$ cat config.mk
export PLATFORM = sky130hd
export DESIGN_NAME = solenoid_fire_scheduler_flat
export DESIGN_NICKNAME = d
export VERILOG_FILES = /design/src/hw/rtl/sfs_pkg.sv /design/src/hw/rtl/sfs_in_if.sv /design/src/hw/rtl/sfs_out_if.sv /design/src/hw/rtl/solenoid_fire_scheduler.sv /design/src/hw/rtl/sfs_front.sv /design/src/hw/rtl/sfs_cmd_fifo.sv /design/src/hw/rtl/sfs_back.sv /design/src/flat_wrapper.sv
export SDC_FILE = /design/constraint.sdc
export NUM_CORES = 2
export LEC_CHECK = 0
export BUFFER_PORTS_ARGS = -buffer_cell sky130_fd_sc_hd__buf_4
export CAP_MARGIN = 20
export CELL_PAD_IN_SITES_DETAIL_PLACEMENT = 0
export CELL_PAD_IN_SITES_GLOBAL_PLACEMENT = 1
export CORE_ASPECT_RATIO = 0.5
export CORE_MARGIN = 1.5
export CORE_UTILIZATION = 60
export DETAILED_ROUTE_END_ITERATION = 12
export PLACE_DENSITY = 0.82
export SYNTH_ARGS = -nofsm -noshare
export SYNTH_HDL_FRONTEND = slang
export SYNTH_SLANG_ARGS = --single-unit
$ cat constraint.sdc
create_clock -name clk -period 9.25 [get_ports clk]
set_input_delay 2.3125 -clock clk [delete_from_list [all_inputs] [get_ports clk]]
set_output_delay 2.3125 -clock clk [all_outputs]
set_load 0.02 [all_outputs]
$ cat src/hw/rtl/sfs_pkg.sv
// sfs_pkg: shared types and constants of the solenoid fire scheduler
// used by the top level, the front decoder, the command fifo and the back engine
package sfs_pkg;

    // request function codes as they arrive on the input channel
    localparam logic [3:0] FUNC_PUSH_BACK  = 4'd0;
    localparam logic [3:0] FUNC_PUSH_FRONT = 4'd1;
    localparam logic [3:0] FUNC_SCHEDULE   = 4'd2;
    localparam logic [3:0] FUNC_TIME       = 4'd3;
    localparam logic [3:0] FUNC_SET_BITS   = 4'd4;
    localparam logic [3:0] FUNC_FIRE       = 4'd5;
    localparam logic [3:0] FUNC_TICK       = 4'd6;
    localparam logic [3:0] FUNC_ENABLE     = 4'd7;
    localparam logic [3:0] FUNC_DISABLE    = 4'd8;
    localparam logic [3:0] FUNC_CLEAR      = 4'd9;

    // port constants
    localparam logic [7:0] NIBBLE_HIGH     = 8'hF0;
    localparam logic [3:0] NONE_CODE       = 4'hF;
    localparam logic [7:0] PORT_RESET      = 8'hFF;

    typedef enum logic [3:0] {
        OP_PUSH_BACK,
        OP_PUSH_FRONT,
        OP_SCHEDULE,
        OP_TIME,
        OP_SET_BITS,
        OP_FIRE,
        OP_TICK,
        OP_ENABLE,
        OP_DISABLE,
        OP_CLEAR,
        OP_NONE
    } sfs_op_t;

    typedef enum logic [2:0] {
        ST_INIT,
        ST_IDLE,
        ST_PUSH_BACK,
        ST_PUSH_FRONT,
        ST_SCAN_RD,
        ST_SCAN_CHK,
        ST_TICK
    } sfs_state_t;

    // decoded request handed from front to back
    typedef struct packed {
        sfs_op_t     op;
        logic [3:0]  solenoid;
        logic [7:0]  repeat_count;
        logic        override_enable;
        logic [31:0] event_time;
        logic        level;
        logic [7:0]  bit_mask;
        logic [7:0]  hold_ticks;
    } sfs_cmd_t;

    // one timed slot, in-use bit kept apart in flip-flops
    typedef struct packed {
        logic [31:0] when;
        logic        ovr;
        logic [3:0]  sol;
        logic [7:0]  reps;
    } sfs_slot_t;

    typedef struct packed {
        logic [7:0] port_byte;
        logic       port_written;
        logic       accepted;
        logic [6:0] queue_level;
    } sfs_result_t;

endpackage

$ cat src/hw/rtl/sfs_in_if.sv
// sfs_in_if: request channel of the solenoid fire scheduler
// valid/ready handshake with the request fields; no dependencies
interface sfs_in_if;
    logic        valid;
    logic        ready;
    logic [3:0]  func;
    logic [3:0]  solenoid;
    logic [7:0]  repeat_count;
    logic        override_enable;
    logic [31:0] event_time;
    logic        level;
    logic [7:0]  bit_mask;
    logic [7:0]  hold_ticks;

    modport source (
        output valid, func, solenoid, repeat_count, override_enable,
               event_time, level, bit_mask, hold_ticks,
        input  ready
    );
    modport sink (
        input  valid, func, solenoid, repeat_count, override_enable,
               event_time, level, bit_mask, hold_ticks,
        output ready
    );
endinterface

$ cat src/hw/rtl/sfs_out_if.sv
// sfs_out_if: result channel of the solenoid fire scheduler
// valid/ready handshake with the result fields; no dependencies
interface sfs_out_if;
    logic       valid;
    logic       ready;
    logic [7:0] port_byte;
    logic       port_written;
    logic       accepted;
    logic [6:0] queue_level;

    modport source (
        output valid, port_byte, port_written, accepted, queue_level,
        input  ready
    );
    modport sink (
        input  valid, port_byte, port_written, accepted, queue_level,
        output ready
    );
endinterface

$ cat src/hw/rtl/solenoid_fire_scheduler.sv
// solenoid_fire_scheduler: top level of the solenoid port driver
// depends on sfs_pkg, sfs_in_if, sfs_out_if, sfs_front, sfs_cmd_fifo and sfs_back
//
// usage:
//   cmd carries one request per valid/ready handshake (push, schedule, time,
//   set bits, fire, tick, enable, disable, clear); result returns exactly one
//   result per request, in order, with the port byte and queue level after it.
//   cfg_write/cfg_data load the default port byte register; reset returns it
//   to ff, and the init state after reset copies it into the port.
// request flow:
//   a request passes a two-entry queue of registers before the engine takes it.
//   most requests finish in the idle state; a tick that pulls from the queue reads
//   the head entry in idle and updates the port in the tick state; a dropped push
//   finishes in idle, any other push writes one queue entry per repeat (fewer when
//   the queue fills), a time update reads and checks each timed slot in turn and
//   moves due slots into the queue. the engine runs one request at a time,
//   taking a new one only in idle; its result is registered when it finishes.
// reset: queue and timed slots empty, port at the default byte, timer idle,
//   queue enabled. a stalled result holds in the output register; the engine
//   then waits while the front keeps taking up to two more requests.
module solenoid_fire_scheduler #(
    parameter int QUEUE_DEPTH   = 64,
    parameter int TIMED_SLOTS   = 32,
    parameter int NUM_MOMENTARY = 15
) (
    input  logic       clk,
    input  logic       rst_n,
    input  logic       cfg_write,
    input  logic [7:0] cfg_data,
    sfs_in_if.sink     cmd,
    sfs_out_if.source  result
);

    logic              f_valid, f_ready;
    sfs_pkg::sfs_cmd_t f_cmd;
    logic              b_valid, b_pop;
    sfs_pkg::sfs_cmd_t b_cmd;

    // request decode
    sfs_front u_front (
        .cmd        (cmd),
        .push_valid (f_valid),
        .push_ready (f_ready),
        .push_cmd   (f_cmd)
    );

    // decoupling queue
    sfs_cmd_fifo u_fifo (
        .clk        (clk),
        .rst_n      (rst_n),
        .push_valid (f_valid),
        .push_ready (f_ready),
        .push_cmd   (f_cmd),
        .pop_valid  (b_valid),
        .pop        (b_pop),
        .pop_cmd    (b_cmd)
    );

    // execution engine
    sfs_back #(
        .QUEUE_DEPTH   (QUEUE_DEPTH),
        .TIMED_SLOTS   (TIMED_SLOTS),
        .NUM_MOMENTARY (NUM_MOMENTARY)
    ) u_back (
        .clk       (clk),
        .rst_n     (rst_n),
        .cfg_write (cfg_write),
        .cfg_data  (cfg_data),
        .cmd_valid (b_valid),
        .cmd_pop   (b_pop),
        .cmd       (b_cmd),
        .result    (result)
    );

endmodule

$ cat src/hw/rtl/sfs_front.sv
// sfs_front: takes requests from the input channel and decodes the function code
// depends on sfs_pkg and sfs_in_if
module sfs_front (
    sfs_in_if.sink          cmd,
    output logic            push_valid,
    input  logic            push_ready,
    output sfs_pkg::sfs_cmd_t push_cmd
);

    sfs_pkg::sfs_op_t op;

    // function code to operation, unused codes do nothing
    always_comb
    begin
        case (cmd.func)
            sfs_pkg::FUNC_PUSH_BACK:  op = sfs_pkg::OP_PUSH_BACK;
            sfs_pkg::FUNC_PUSH_FRONT: op = sfs_pkg::OP_PUSH_FRONT;
            sfs_pkg::FUNC_SCHEDULE:   op = sfs_pkg::OP_SCHEDULE;
            sfs_pkg::FUNC_TIME:       op = sfs_pkg::OP_TIME;
            sfs_pkg::FUNC_SET_BITS:   op = sfs_pkg::OP_SET_BITS;
            sfs_pkg::FUNC_FIRE:       op = sfs_pkg::OP_FIRE;
            sfs_pkg::FUNC_TICK:       op = sfs_pkg::OP_TICK;
            sfs_pkg::FUNC_ENABLE:     op = sfs_pkg::OP_ENABLE;
            sfs_pkg::FUNC_DISABLE:    op = sfs_pkg::OP_DISABLE;
            sfs_pkg::FUNC_CLEAR:      op = sfs_pkg::OP_CLEAR;
            default:                  op = sfs_pkg::OP_NONE;
        endcase
    end

    // handshake straight into the command fifo
    assign cmd.ready  = push_ready;
    assign push_valid = cmd.valid;

    always_comb
    begin
        push_cmd.op              = op;
        push_cmd.solenoid        = cmd.solenoid;
        push_cmd.repeat_count    = cmd.repeat_count;
        push_cmd.override_enable = cmd.override_enable;
        push_cmd.event_time      = cmd.event_time;
        push_cmd.level           = cmd.level;
        push_cmd.bit_mask        = cmd.bit_mask;
        push_cmd.hold_ticks      = cmd.hold_ticks;
    end

endmodule

$ cat src/hw/rtl/sfs_cmd_fifo.sv
// sfs_cmd_fifo: two-entry queue of decoded requests between front and back
// depends on sfs_pkg
module sfs_cmd_fifo (
    input  logic              clk,
    input  logic              rst_n,
    input  logic              push_valid,
    output logic              push_ready,
    input  sfs_pkg::sfs_cmd_t push_cmd,
    output logic              pop_valid,
    input  logic              pop,
    output sfs_pkg::sfs_cmd_t pop_cmd
);

    sfs_pkg::sfs_cmd_t entry_reg [2];
    logic       wr_ptr_reg, wr_ptr_next;
    logic       rd_ptr_reg, rd_ptr_next;
    logic [1:0] count_reg, count_next;
    logic       do_push, do_pop;

    assign push_ready = (count_reg != 2'd2);
    assign pop_valid  = (count_reg != 2'd0);
    assign pop_cmd    = entry_reg[rd_ptr_reg];
    assign do_push    = push_valid && push_ready;
    assign do_pop     = pop && pop_valid;

    // pointer and count update
    always_comb
    begin
        wr_ptr_next = wr_ptr_reg ^ do_push;
        rd_ptr_next = rd_ptr_reg ^ do_pop;
        count_next  = count_reg + 2'(do_push) - 2'(do_pop);
    end

    always_ff @(posedge clk or negedge rst_n)
    begin
        if (!rst_n)
        begin
            wr_ptr_reg <= 1'b0;
            rd_ptr_reg <= 1'b0;
            count_reg  <= 2'd0;
        end
        else
        begin
            wr_ptr_reg <= wr_ptr_next;
            rd_ptr_reg <= rd_ptr_next;
            count_reg  <= count_next;
        end
    end

    // entry storage
    always_ff @(posedge clk)
    begin
        if (do_push)
        begin
            entry_reg[wr_ptr_reg] <= push_cmd;
        end
    end

endmodule

$ cat src/hw/rtl/sfs_back.sv
// sfs_back: executes decoded requests: fire queue, timed slots, port and restore timer
// depends on sfs_pkg and sfs_out_if
module sfs_back #(
    parameter int QUEUE_DEPTH   = 64,
    parameter int TIMED_SLOTS   = 32,
    parameter int NUM_MOMENTARY = 15
) (
    input  logic              clk,
    input  logic              rst_n,
    input  logic              cfg_write,
    input  logic [7:0]        cfg_data,
    input  logic              cmd_valid,
    output logic              cmd_pop,
    input  sfs_pkg::sfs_cmd_t cmd,
    sfs_out_if.source         result
);

    localparam int QA = $clog2(QUEUE_DEPTH);
    localparam int FW = $clog2(QUEUE_DEPTH + 1);
    localparam int SW = (TIMED_SLOTS > 1) ? $clog2(TIMED_SLOTS) : 1;

    // memories
    logic [3:0]         queue_mem [QUEUE_DEPTH];
    sfs_pkg::sfs_slot_t slot_mem  [TIMED_SLOTS];

    // registers
    sfs_pkg::sfs_state_t  state_reg, state_next;
    logic [7:0]           default_reg;
    logic [7:0]           port_reg, port_next;
    logic [7:0]           restore_mask_reg, restore_mask_next;
    logic [7:0]           countdown_reg, countdown_next;
    logic                 enabled_reg, enabled_next;
    logic [QA-1:0]        head_reg, head_next;
    logic [FW-1:0]        fill_reg, fill_next;
    logic [TIMED_SLOTS-1:0] used_reg, used_next;
    logic [31:0]          time_reg, time_next;
    logic [7:0]           rep_reg, rep_next;
    logic [3:0]           psol_reg, psol_next;
    logic                 in_scan_reg, in_scan_next;
    logic [SW-1:0]        scan_idx_reg, scan_idx_next;
    logic                 out_valid_reg, out_valid_next;
    sfs_pkg::sfs_result_t out_reg, out_next;
    logic [3:0]           q_rd_data_reg;
    sfs_pkg::sfs_slot_t   slot_rd_data_reg;

    // combinational helpers
    logic          out_free, start;
    logic          q_full, rep_done;
    logic [FW:0]   tail_sum;
    logic [QA-1:0] tail_addr, head_dec, head_inc;
    logic          free_found;
    logic [SW-1:0] free_idx;
    logic          push_ok, front_ok, due, scan_push_ok, scan_last;
    logic          emit, written, accepted;
    logic          q_wr_en, q_rd_en, slot_wr_en, slot_rd_en;
    logic [QA-1:0] q_wr_addr;
    logic [7:0]    tick_cd;
    logic [7:0]    tick_mask;
    logic [7:0]    tick_port;

    assign out_free = !out_valid_reg || result.ready;
    assign start    = (state_reg == sfs_pkg::ST_IDLE) && cmd_valid && out_free;
    assign cmd_pop  = start;

    // queue address arithmetic with wrap at any depth
    assign q_full    = (fill_reg == FW'(QUEUE_DEPTH));
    assign rep_done  = (rep_reg == 8'd0) || q_full;
    assign tail_sum  = (FW+1)'(head_reg) + (FW+1)'(fill_reg);
    assign tail_addr = (tail_sum >= (FW+1)'(QUEUE_DEPTH))
                       ? QA'(tail_sum - (FW+1)'(QUEUE_DEPTH)) : QA'(tail_sum);
    assign head_dec  = (head_reg == '0) ? QA'(QUEUE_DEPTH - 1) : head_reg - QA'(1);
    assign head_inc  = (head_reg == QA'(QUEUE_DEPTH - 1)) ? '0 : head_reg + QA'(1);

    // lowest free timed slot
    always_comb
    begin
        free_found = 1'b0;
        free_idx   = '0;
        for (int i = TIMED_SLOTS - 1; i >= 0; i--)
        begin
            if (!used_reg[i])
            begin
                free_found = 1'b1;
                free_idx   = SW'(i);
            end
        end
    end

    // request checks
    assign push_ok      = (5'(cmd.solenoid) < 5'(NUM_MOMENTARY))
                          && (cmd.override_enable || enabled_reg);
    assign front_ok     = enabled_reg;
    assign due          = used_reg[scan_idx_reg] && (slot_rd_data_reg.when < time_reg);
    assign scan_push_ok = (5'(slot_rd_data_reg.sol) < 5'(NUM_MOMENTARY))
                          && (slot_rd_data_reg.ovr || enabled_reg);
    assign scan_last    = (scan_idx_reg == SW'(TIMED_SLOTS - 1));

    // tick: count the restore timer down and set the held bits again when it runs out
    always_comb
    begin
        tick_cd   = countdown_reg;
        tick_mask = restore_mask_reg;
        tick_port = port_reg;
        if (countdown_reg != 8'd0)
        begin
            tick_cd = countdown_reg - 8'd1;
            if (tick_cd == 8'd0)
            begin
                tick_port = port_reg | restore_mask_reg;
                tick_mask = 8'd0;
            end
        end
    end

    // next state
    always_comb
    begin
        state_next = state_reg;
        case (state_reg)
            sfs_pkg::ST_INIT:
                state_next = sfs_pkg::ST_IDLE;
            sfs_pkg::ST_IDLE:
            begin
                if (start)
                begin
                    case (cmd.op)
                        sfs_pkg::OP_PUSH_BACK:
                            if (push_ok) state_next = sfs_pkg::ST_PUSH_BACK;
                        sfs_pkg::OP_PUSH_FRONT:
                            if (front_ok) state_next = sfs_pkg::ST_PUSH_FRONT;
                        sfs_pkg::OP_TIME:
                            state_next = sfs_pkg::ST_SCAN_RD;
                        sfs_pkg::OP_TICK:
                            if (fill_reg != '0) state_next = sfs_pkg::ST_TICK;
                        default:
                            state_next = sfs_pkg::ST_IDLE;
                    endcase
                end
            end
            sfs_pkg::ST_PUSH_BACK:
            begin
                if (rep_done)
                begin
                    if (!in_scan_reg || scan_last) state_next = sfs_pkg::ST_IDLE;
                    else                           state_next = sfs_pkg::ST_SCAN_RD;
                end
            end
            sfs_pkg::ST_PUSH_FRONT:
                if (rep_done) state_next = sfs_pkg::ST_IDLE;
            sfs_pkg::ST_SCAN_RD:
                state_next = sfs_pkg::ST_SCAN_CHK;
            sfs_pkg::ST_SCAN_CHK:
            begin
                if (due && scan_push_ok) state_next = sfs_pkg::ST_PUSH_BACK;
                else if (scan_last)      state_next = sfs_pkg::ST_IDLE;
                else                     state_next = sfs_pkg::ST_SCAN_RD;
            end
            sfs_pkg::ST_TICK:
                state_next = sfs_pkg::ST_IDLE;
            default:
                state_next = sfs_pkg::ST_IDLE;
        endcase
    end

    // datapath and outputs
    always_comb
    begin
        port_next         = port_reg;
        restore_mask_next = restore_mask_reg;
        countdown_next    = countdown_reg;
        enabled_next      = enabled_reg;
        head_next         = head_reg;
        fill_next         = fill_reg;
        used_next         = used_reg;
        time_next         = time_reg;
        rep_next          = rep_reg;
        psol_next         = psol_reg;
        in_scan_next      = in_scan_reg;
        scan_idx_next     = scan_idx_reg;
        emit              = 1'b0;
        written           = 1'b0;
        accepted          = 1'b0;
        q_wr_en           = 1'b0;
        q_wr_addr         = tail_addr;
        q_rd_en           = 1'b0;
        slot_wr_en        = 1'b0;
        slot_rd_en        = 1'b0;
        case (state_reg)
            sfs_pkg::ST_INIT:
                port_next = default_reg;
            sfs_pkg::ST_IDLE:
            begin
                if (start)
                begin
                    case (cmd.op)
                        sfs_pkg::OP_PUSH_BACK:
                        begin
                            rep_next     = cmd.repeat_count;
                            psol_next    = cmd.solenoid;
                            in_scan_next = 1'b0;
                            emit         = !push_ok;
                        end
                        sfs_pkg::OP_PUSH_FRONT:
                        begin
                            rep_next  = cmd.repeat_count;
                            psol_next = cmd.solenoid;
                            emit      = !front_ok;
                        end
                        sfs_pkg::OP_SCHEDULE:
                        begin
                            if (free_found)
                            begin
                                used_next[free_idx] = 1'b1;
                                slot_wr_en          = 1'b1;
                                accepted            = 1'b1;
                            end
                            emit = 1'b1;
                        end
                        sfs_pkg::OP_TIME:
                        begin
                            time_next     = cmd.event_time;
                            scan_idx_next = '0;
                        end
                        sfs_pkg::OP_SET_BITS:
                        begin
                            if (cmd.level) port_next = port_reg | cmd.bit_mask;
                            else           port_next = port_reg & ~cmd.bit_mask;
                            written = 1'b1;
                            emit    = 1'b1;
                        end
                        sfs_pkg::OP_FIRE:
                        begin
                            if (countdown_reg == 8'd0)
                            begin
                                countdown_next    = cmd.hold_ticks;
                                restore_mask_next = cmd.bit_mask;
                                port_next         = port_reg & ~cmd.bit_mask;
                                written           = 1'b1;
                                accepted          = 1'b1;
                            end
                            emit = 1'b1;
                        end
                        sfs_pkg::OP_TICK:
                        begin
                            if (fill_reg == '0)
                            begin
                                countdown_next    = tick_cd;
                                restore_mask_next = tick_mask;
                                port_next = (tick_port & sfs_pkg::NIBBLE_HIGH)
                                            | {4'd0, sfs_pkg::NONE_CODE};
                                written   = 1'b1;
                                emit      = 1'b1;
                            end
                            else
                            begin
                                q_rd_en = 1'b1;
                            end
                        end
                        sfs_pkg::OP_ENABLE:
                        begin
                            enabled_next = 1'b1;
                            emit         = 1'b1;
                        end
                        sfs_pkg::OP_DISABLE:
                        begin
                            enabled_next = 1'b0;
                            emit         = 1'b1;
                        end
                        sfs_pkg::OP_CLEAR:
                        begin
                            head_next = '0;
                            fill_next = '0;
                            used_next = '0;
                            emit      = 1'b1;
                        end
                        default:
                            emit = 1'b1;
                    endcase
                end
            end
            sfs_pkg::ST_PUSH_BACK:
            begin
                if (rep_done)
                begin
                    if (!in_scan_reg || scan_last) emit = 1'b1;
                    else scan_idx_next = scan_idx_reg + SW'(1);
                end
                else
                begin
                    q_wr_en   = 1'b1;
                    q_wr_addr = tail_addr;
                    fill_next = fill_reg + FW'(1);
                    rep_next  = rep_reg - 8'd1;
                end
            end
            sfs_pkg::ST_PUSH_FRONT:
            begin
                if (rep_done)
                begin
                    emit = 1'b1;
                end
                else
                begin
                    q_wr_en   = 1'b1;
                    q_wr_addr = head_dec;
                    head_next = head_dec;
                    fill_next = fill_reg + FW'(1);
                    rep_next  = rep_reg - 8'd1;
                end
            end
            sfs_pkg::ST_SCAN_RD:
                slot_rd_en = 1'b1;
            sfs_pkg::ST_SCAN_CHK:
            begin
                if (due)
                begin
                    used_next[scan_idx_reg] = 1'b0;
                end
                if (due && scan_push_ok)
                begin
                    rep_next     = slot_rd_data_reg.reps;
                    psol_next    = slot_rd_data_reg.sol;
                    in_scan_next = 1'b1;
                end
                else if (scan_last)
                begin
                    emit = 1'b1;
                end
                else
                begin
                    scan_idx_next = scan_idx_reg + SW'(1);
                end
            end
            sfs_pkg::ST_TICK:
            begin
                countdown_next    = tick_cd;
                restore_mask_next = tick_mask;
                port_next = (tick_port & sfs_pkg::NIBBLE_HIGH) | {4'd0, q_rd_data_reg};
                head_next = head_inc;
                fill_next = fill_reg - FW'(1);
                written   = 1'b1;
                emit      = 1'b1;
            end
            default:
                emit = 1'b0;
        endcase

        // result register
        out_valid_next       = out_valid_reg && !result.ready;
        out_next             = out_reg;
        if (emit)
        begin
            out_valid_next        = 1'b1;
            out_next.port_byte    = port_next;
            out_next.port_written = written;
            out_next.accepted     = accepted;
            out_next.queue_level  = 7'(fill_next);
        end
    end

    // control registers
    always_ff @(posedge clk or negedge rst_n)
    begin
        if (!rst_n)
        begin
            state_reg        <= sfs_pkg::ST_INIT;
            default_reg      <= sfs_pkg::PORT_RESET;
            port_reg         <= sfs_pkg::PORT_RESET;
            restore_mask_reg <= 8'd0;
            countdown_reg    <= 8'd0;
            enabled_reg      <= 1'b1;
            head_reg         <= '0;
            fill_reg         <= '0;
            used_reg         <= '0;
            in_scan_reg      <= 1'b0;
            scan_idx_reg     <= '0;
            rep_reg          <= 8'd0;
            out_valid_reg    <= 1'b0;
        end
        else
        begin
            state_reg        <= state_next;
            if (cfg_write)
            begin
                default_reg <= cfg_data;
            end
            port_reg         <= port_next;
            restore_mask_reg <= restore_mask_next;
            countdown_reg    <= countdown_next;
            enabled_reg      <= enabled_next;
            head_reg         <= head_next;
            fill_reg         <= fill_next;
            used_reg         <= used_next;
            in_scan_reg      <= in_scan_next;
            scan_idx_reg     <= scan_idx_next;
            rep_reg          <= rep_next;
            out_valid_reg    <= out_valid_next;
        end
    end

    // payload registers
    always_ff @(posedge clk)
    begin
        time_reg <= time_next;
        psol_reg <= psol_next;
        out_reg  <= out_next;
    end

    // fire queue memory
    always_ff @(posedge clk)
    begin
        if (q_wr_en)
        begin
            queue_mem[q_wr_addr] <= psol_reg;
        end
        if (q_rd_en)
        begin
            q_rd_data_reg <= queue_mem[head_reg];
        end
    end

    // timed slot memory
    always_ff @(posedge clk)
    begin
        if (slot_wr_en)
        begin
            slot_mem[free_idx] <= '{when: cmd.event_time, ovr: cmd.override_enable,
                                    sol: cmd.solenoid, reps: cmd.repeat_count};
        end
        if (slot_rd_en)
        begin
            slot_rd_data_reg <= slot_mem[scan_idx_reg];
        end
    end

    assign result.valid        = out_valid_reg;
    assign result.port_byte    = out_reg.port_byte;
    assign result.port_written = out_reg.port_written;
    assign result.accepted     = out_reg.accepted;
    assign result.queue_level  = out_reg.queue_level;

    // queue count never passes the depth
    a_fill_bound: assert property (@(posedge clk) disable iff (!rst_n)
        fill_reg <= FW'(QUEUE_DEPTH))
        else $error("fire queue count above depth");

    // a request is taken only in idle
    a_pop_idle: assert property (@(posedge clk) disable iff (!rst_n)
        cmd_pop |-> state_reg == sfs_pkg::ST_IDLE)
        else $error("request taken while busy");

    // while busy no earlier result is still waiting
    a_busy_out_free: assert property (@(posedge clk) disable iff (!rst_n)
        (state_reg != sfs_pkg::ST_IDLE && state_reg != sfs_pkg::ST_INIT) |-> !out_valid_reg)
        else $error("busy with a result still pending");

    // scan index stays inside the slot table
    a_scan_range: assert property (@(posedge clk) disable iff (!rst_n)
        scan_idx_reg <= SW'(TIMED_SLOTS - 1))
        else $error("slot scan index out of range");

endmodule
$ cat src/flat_wrapper.sv
// flat-port wrapper written by rule: the top's interface ports become plain ports
module solenoid_fire_scheduler_flat 
#(
    parameter int QUEUE_DEPTH   = 64,
    parameter int TIMED_SLOTS   = 32,
    parameter int NUM_MOMENTARY = 15
)
  (clk, rst_n, cfg_write, cfg_data, cmd_valid, cmd_func, cmd_solenoid, cmd_repeat_count, cmd_override_enable, cmd_event_time, cmd_level, cmd_bit_mask, cmd_hold_ticks, cmd_ready, result_valid, result_port_byte, result_port_written, result_accepted, result_queue_level, result_ready);
  sfs_in_if cmd_i ();
  sfs_out_if result_i ();
  input  logic clk;
  input  logic rst_n;
  input  logic cfg_write;
  input  logic [7:0] cfg_data;
  input wire logic [$bits(cmd_i.valid)-1:0] cmd_valid;
  input wire logic [$bits(cmd_i.func)-1:0] cmd_func;
  input wire logic [$bits(cmd_i.solenoid)-1:0] cmd_solenoid;
  input wire logic [$bits(cmd_i.repeat_count)-1:0] cmd_repeat_count;
  input wire logic [$bits(cmd_i.override_enable)-1:0] cmd_override_enable;
  input wire logic [$bits(cmd_i.event_time)-1:0] cmd_event_time;
  input wire logic [$bits(cmd_i.level)-1:0] cmd_level;
  input wire logic [$bits(cmd_i.bit_mask)-1:0] cmd_bit_mask;
  input wire logic [$bits(cmd_i.hold_ticks)-1:0] cmd_hold_ticks;
  output wire logic [$bits(cmd_i.ready)-1:0] cmd_ready;
  output wire logic [$bits(result_i.valid)-1:0] result_valid;
  output wire logic [$bits(result_i.port_byte)-1:0] result_port_byte;
  output wire logic [$bits(result_i.port_written)-1:0] result_port_written;
  output wire logic [$bits(result_i.accepted)-1:0] result_accepted;
  output wire logic [$bits(result_i.queue_level)-1:0] result_queue_level;
  input wire logic [$bits(result_i.ready)-1:0] result_ready;
  assign cmd_i.valid = cmd_valid;
  assign cmd_i.func = cmd_func;
  assign cmd_i.solenoid = cmd_solenoid;
  assign cmd_i.repeat_count = cmd_repeat_count;
  assign cmd_i.override_enable = cmd_override_enable;
  assign cmd_i.event_time = cmd_event_time;
  assign cmd_i.level = cmd_level;
  assign cmd_i.bit_mask = cmd_bit_mask;
  assign cmd_i.hold_ticks = cmd_hold_ticks;
  assign cmd_ready = cmd_i.ready;
  assign result_valid = result_i.valid;
  assign result_port_byte = result_i.port_byte;
  assign result_port_written = result_i.port_written;
  assign result_accepted = result_i.accepted;
  assign result_queue_level = result_i.queue_level;
  assign result_i.ready = result_ready;
  solenoid_fire_scheduler #(.QUEUE_DEPTH(QUEUE_DEPTH), .TIMED_SLOTS(TIMED_SLOTS), .NUM_MOMENTARY(NUM_MOMENTARY)) u_core (.clk(clk), .rst_n(rst_n), .cfg_write(cfg_write), .cfg_data(cfg_data), .cmd(cmd_i), .result(result_i));
endmodule
Word-level counts from Yosys, hierarchy flattened:

Memories as Yosys holds them, arrays and structs flattened. A register that Yosys moved wholly into a read port is not among the register bits.
Cells that the tools add are included.

* register bits after elaboration: 153
* RAM bits: 1828
* bits in read-only memories: 64
* output and inout bits: 19
* logic and storage cells: 319
* memories: 4

Memory list
* u_core.u_back.slot_mem: depth 32, bits a word 45, rd ports 1, clocked after Yosys merged registers in 1, wr ports 1, RTL line sfs_back.sv:24 `sfs_pkg::sfs_slot_t slot_mem [TIMED_SLOTS];`
* u_core.u_back.queue_mem: depth 64, bits a word 4, rd ports 1, clocked after Yosys merged registers in 1, wr ports 1, RTL line sfs_back.sv:23 `logic [3:0] queue_mem [QUEUE_DEPTH];`
* u_core.u_fifo.entry_reg: depth 2, bits a word 66, rd ports 1, clocked after Yosys merged registers in 0, wr ports 1, RTL line sfs_cmd_fifo.sv:14 `sfs_pkg::sfs_cmd_t entry_reg [2];`
* (no name shown): depth 16, bits a word 4, rd ports 1, clocked after Yosys merged registers in 0, wr ports 0, RTL line sfs_front.sv:15 `case (cmd.func)`

* $add $sub $neg: 11
* magnitude comparators: 8
* equal/unequal tests: 41
* mux-type cells: 173
* bitwise gates (word level): 10
* reductions and logical operators: 50

Operators by type and width (number)
* 2-to-1 mux 5 bit: 38
* 2-to-1 mux 8 bit: 19
* case mux 32 bit (2 select lines): 2
* 2-to-1 mux 32 bit: 3
* case mux 8 bit (3 select lines): 3
* 2-to-1 mux 1 bit: 65
* case mux 8 bit (2 select lines): 4
* 2-to-1 mux 6 bit: 8
* bitwise AND 32 bit: 1
* less-than comparator 32 bit: 1
* inverter 32 bit: 1
* OR 32 bit: 1
* 2-to-1 mux 3 bit: 9
* zero test 8 bit: 3
* inequality test 2 bit, second input constant: 11
* 2-to-1 mux 7 bit: 3
* case mux 7 bit (3 select lines): 1
* inequality test 3 bit, second input constant: 6
* case mux 6 bit (3 select lines): 1
* equality test 4 x 3 -> 1 bit, second input constant: 4
* OR 8 bit: 2
* subtractor 8 x 1 -> 8 bit, second input constant: 2
* case mux 3 bit (5 select lines): 1
* case mux 5 bit (3 select lines): 1
* other kinds (54): 103

Longest topological paths before layout:

* word-level depth: 41
* gate-level depth with buffers: 12
* mapped depth without buffers: 10

Hierarchy:

Synthesis repeated with hierarchy kept, for this count alone.

* cell total of the unflattened synthesis: 4053
* area total of the unflattened synthesis: 80558.5 um2

Modules (own cells, without submodules)
* sfs_back: instances 1, cells each 3756, area an instance 74939.4 um2
* sfs_cmd_fifo: instances 1, cells each 228, area an instance 5104.9 um2
* sfs_front: instances 1, cells each 69, area an instance 514.2 um2

Worst setup path after synthesis:

OpenSTA, ideal clock, no wires.

* kind: in2reg
* start: input port result_ready
* end: memory u_core.u_back.slot_mem[12][0] (netlist bit), enable pin
* arrival: 6.742 ns
* required time: 8.744 ns
* slack: 2.002 ns
* stages: 8
* buffers on the path: 2
* path through: nor2b_1 or4_1 buf_2 inv_2 nand2_1 a21o_1 clkbuf_1 nor3_1

* cells in the longest elaborated chain, start to end: 6

Ends and longest elaborated chain
* from (decl): RTL line flat_wrapper.sv:30 `input wire logic [$bits(result_i.ready)-1:0] result_ready;`
* logical OR 1 bit: RTL line sfs_back.sv:61 `assign out_free = !out_valid_reg || result.ready;`
* logical AND 1 bit: RTL line sfs_back.sv:62 `assign start = (state_reg == sfs_pkg::ST_IDLE) && cmd_valid && out_free;`
* 2-to-1 mux 1 bit: RTL line sfs_back.sv:193 `if (start)`
* 2-to-1 mux 1 bit: RTL line sfs_back.sv:188 `case (state_reg)`
* 2-to-1 mux 1 bit: RTL line sfs_back.sv:425 `if (slot_wr_en)`
* 2-to-1 mux 1 bit (not written as such): RTL line sfs_back.sv:427 `slot_mem[free_idx] <= '{when: cmd.event_time, ovr: cmd.override_enable,`
* to (decl): RTL line sfs_back.sv:24

No other way between the ends.

Worst setup path after layout:

* start: input port result_ready
* end: memory u_core.u_back.slot_mem[15][18] (netlist bit), enable pin

The elaborated chain is that of the path after synthesis.

==> key figures <==
Outcome
  – Result of the run: complete, no violations

CTS
  – CTS clk-pin slew, worst paths: 0.08 ns
  – Clk sinks: 2026
  – Clock Latency Late Sink: 0.81 ns
  – Post_cts resized: 0
  – CTS H-tree depth: 4
  – CTS tree: built
  – Post-CTS setup buffer count: 0
  – Clock Root Buffer: clkbuf_16
  – Bufs on Longest Clock Path: 3
  – Num CTS Buffers: 166
  – Hold buffer count at CTS: 0

Power
  – Leak: 27.8 nW
  – Worst VDD drop: 0.000176 V
  – Pwr Total: 24.9 mW
  – PwrDens: 282 mW/mm²

Logic synthesis
  – Commonest cells in the netlist: edfxtp_1, mux4_2, nand2_1, nor2_1, a22oi_1
  – Synth Area in Compound Gates: 0.0412
  – Post-Synth Simple-Gate Area: 0.0336
  – Post-synth cell types: 81
  – Synthesis warning total: 0
  – Area leader, netlist: edfxtp_1
  – Post-Synth Adder-Cell Area: 0.00890
  – Ys flop type: edfxtp_1
  – Register bit total from synthesis: 2026
  – Synth area leaders: edfxtp_1, mux4_2, dfrtp_1
  – Post-synth ARST share: 0.0474
  – Synth Area in XOR/XNOR: 0.00176
  – Synth top area share: 0.728
  – Post-synthesis mux area share: 0.143
  – Largest family of logic cells by synthesized area: multiplexers
  – EDFF count, synth: 1930
  – Syn_nets: 4130
  – Syn avg cell area: 19.9 µm²
  – Mapped Area: 0.0796 mm²
  – Gate Count Post-Synth: 3995
  – Count leader, synth: edfxtp_1
  – Seq/Total Area, Yosys: 0.759

STA
  – Final TNS setup: 0 ns
  – Worst-Margin Slew: 1.10 ns
  – Part of the cycle the worst path needs: 0.634
  – Worst slew margin: 0.269
  – Tmin final: 5.86 ns
  – RSZ-0062 raised after global routing: no
  – Pins Over Slew Limit: 0
  – Max Freq: 171 MHz
  – # setup viols final: 0
  – Final Hold Vio Count: 0
  – Setup WS post-layout: 3.39 ns
  – Clock Skews: 0.0386 ns

Floorplanning
  – Die area: 0.135 mm²
  – Die Span X: 518 µm
  – Starting density of the core: 0.605
  – I/O pin cnt: 98
  – Rows: 94
  – Placeable core area: 0.131 mm²
  – Die Span Y: 261 µm

Worst setup path
  – Crit path max fanout: 26
  – Crit path kind: input port to flop
  – CP Data Arrival Time: 6.28 ns
  – Critical path required time: 9.67 ns
  – Critical Path Source Type: input port
  – CP Capture Type: flop

Finish
  – Final instance area: 0.0882 mm²
  – Max reg flops: 1440
  – Fillers: 8388
  – Area Growth Syn to Fin: 10.8%
  – Core Util, Final: 0.670
  – Fin nets: 4294
  – Layout cells sized above 1: 0.236

Route
  – First DRT Iteration DRCs: 6452
  – Routed vias: 41300
  – Routed WL: 199000 µm
  – DRC errors left: 0
  – DRT Pass-1 Iters: 5
  – Post-DRT Antenna Nets: 0
  – Average wire per standard cell: 32.8 µm
  – Drt via density: 6.80

Global route
  – Grt ovf: 0
  – Pin count of the biggest net entering global routing: 124
  – First-pass GRT wire length: 286000 µm
  – Total Routing Usage GR: 0.298
  – Initial antenna violation count: 15
  – Number of global-route vias before repair: 40200

Flow run
  – Max-Cap Viols: 0

Worst hold path
  – Type of the most critical hold path: flop to flop

Placement
  – Post-placement cell area: 0.0827 mm²
  – Detailed placement HPWL: 120000 µm
  – Pre-CTS WS: 2.64 ns
  – Port Buf Inserts: 97
  – Gp weighted congestion: 0.896
-- report_power, final --
| part | total [mW] | internal [mW] | switching [mW] | leakage, nW |
|---|---|---|---|---|
| Sequential | 11.8 | 11.5 | 0.334 | 18.6 |
| Clock | 7.04 | 3.77 | 3.27 | 2.57 |
| Combinational | 6.01 | 1.95 | 4.05 | 6.66 |
-- per-stage QoR --
step / cells / hold WS, ns
after floorplan: 3995 / 0.458
after global placement: 5761 / 0.487
after detailed placement: 5762 / 0.491
after CTS: 6065 / 0.509
after global routing: 6071 / 0.540
final: 6073 / 0.513
-- routing by layer --
metal	part of all wire	global-route usage
met5	0.00039	0
met4	0.021	0.0750
met3	0.12	0.0659
met2	0.47	0.456
met1	0.39	0.446
-- final cells by class --
cell class | count | area (µm²) | share of cell area
Tap cell | 1776 | 2220 | 0.0252
Sequential cell | 2026 | 60400 | 0.685
Antenna cell | 3 | 7.51 | 0.0000852
Clock buffer | 215 | 4420 | 0.0502
Inverter | 67 | 253 | 0.00287
Clock inverter | 88 | 883 | 0.0100
Multi-Input combinational cell | 1715 | 18500 | 0.210
Timing Repair Buffer | 183 | 1490 | 0.0169
-- placed cells by master (no fill, tap or decap), drive strengths merged, types with 12 or more instances in the layout --
master / netlist / routed
a21oi: 66 / 66
a22o: 16 / 16
a22oi: 127 / 127
a2bb2oi: 26 / 26
a31oi: 15 / 15
buf: 88 / 183
bufinv: 0 / 13
clkbuf: 99 / 215
clkinv: 1 / 67
dfrtp: 79 / 79
dfstp: 17 / 17
edfxtp: 1930 / 1930
ha: 55 / 55
inv: 66 / 73
mux2: 62 / 62
mux2i: 64 / 64
mux4: 446 / 446
nand2: 222 / 222
nand2b: 12 / 12
nand3: 23 / 23
nand4: 40 / 40
nor2: 188 / 188
nor2b: 14 / 14
nor3: 24 / 24
o2111ai: 29 / 29
o21ai: 118 / 118
o22ai: 20 / 20
xnor2: 13 / 13
-- worst paths after layout --
path / startpoint / to / slack, ns / cells after the start
worst max-delay path: result_ready / u_core.u_back.slot_mem[15][18] / 3.39 / 10
worst min-delay path: u_core.u_back.restore_mask_reg[7] / u_core.u_back.restore_mask_reg[7] / 0.51 / 1
worst max register to register: u_core.u_back.state_reg[0] / u_core.u_back.slot_mem[15][18] / 3.88 / 9
worst min register to register: u_core.u_back.restore_mask_reg[7] / u_core.u_back.restore_mask_reg[7] / 0.51 / 1
max in group asynchronous: rst_n / u_core.u_back.scan_idx_reg[1] / 6.44 / 2
min in group asynchronous: rst_n / u_core.u_back.restore_mask_reg[7] / 1.50 / 1
-- logic make-up (layout without fill, tap and decap cells) --
| group | count (synthesis) | count (layout) |
|---|---|---|
| flops | 2026 | 2026 |
| simple gates | 588 | 588 |
| mux | 572 | 572 |
| compound gates | 483 | 483 |
| buf+inv | 254 | 553 |
| fa+ha+maj | 56 | 56 |
| xor+xnor | 16 | 16 |
| other cells | 0 | 3 |
-- worst max-delay path, stage by stage --
cell and delay (ns):
buf_4 0.11, nor2b_1 0.08, or4_1 0.75, inv_2 0.22
nand2_1 0.21, and3b_1 0.30, or3b_1 0.59, buf_4 0.30
nor2_4 0.74, buf_4 0.60
Note: power is estimated with default switching activity, not from simulation.
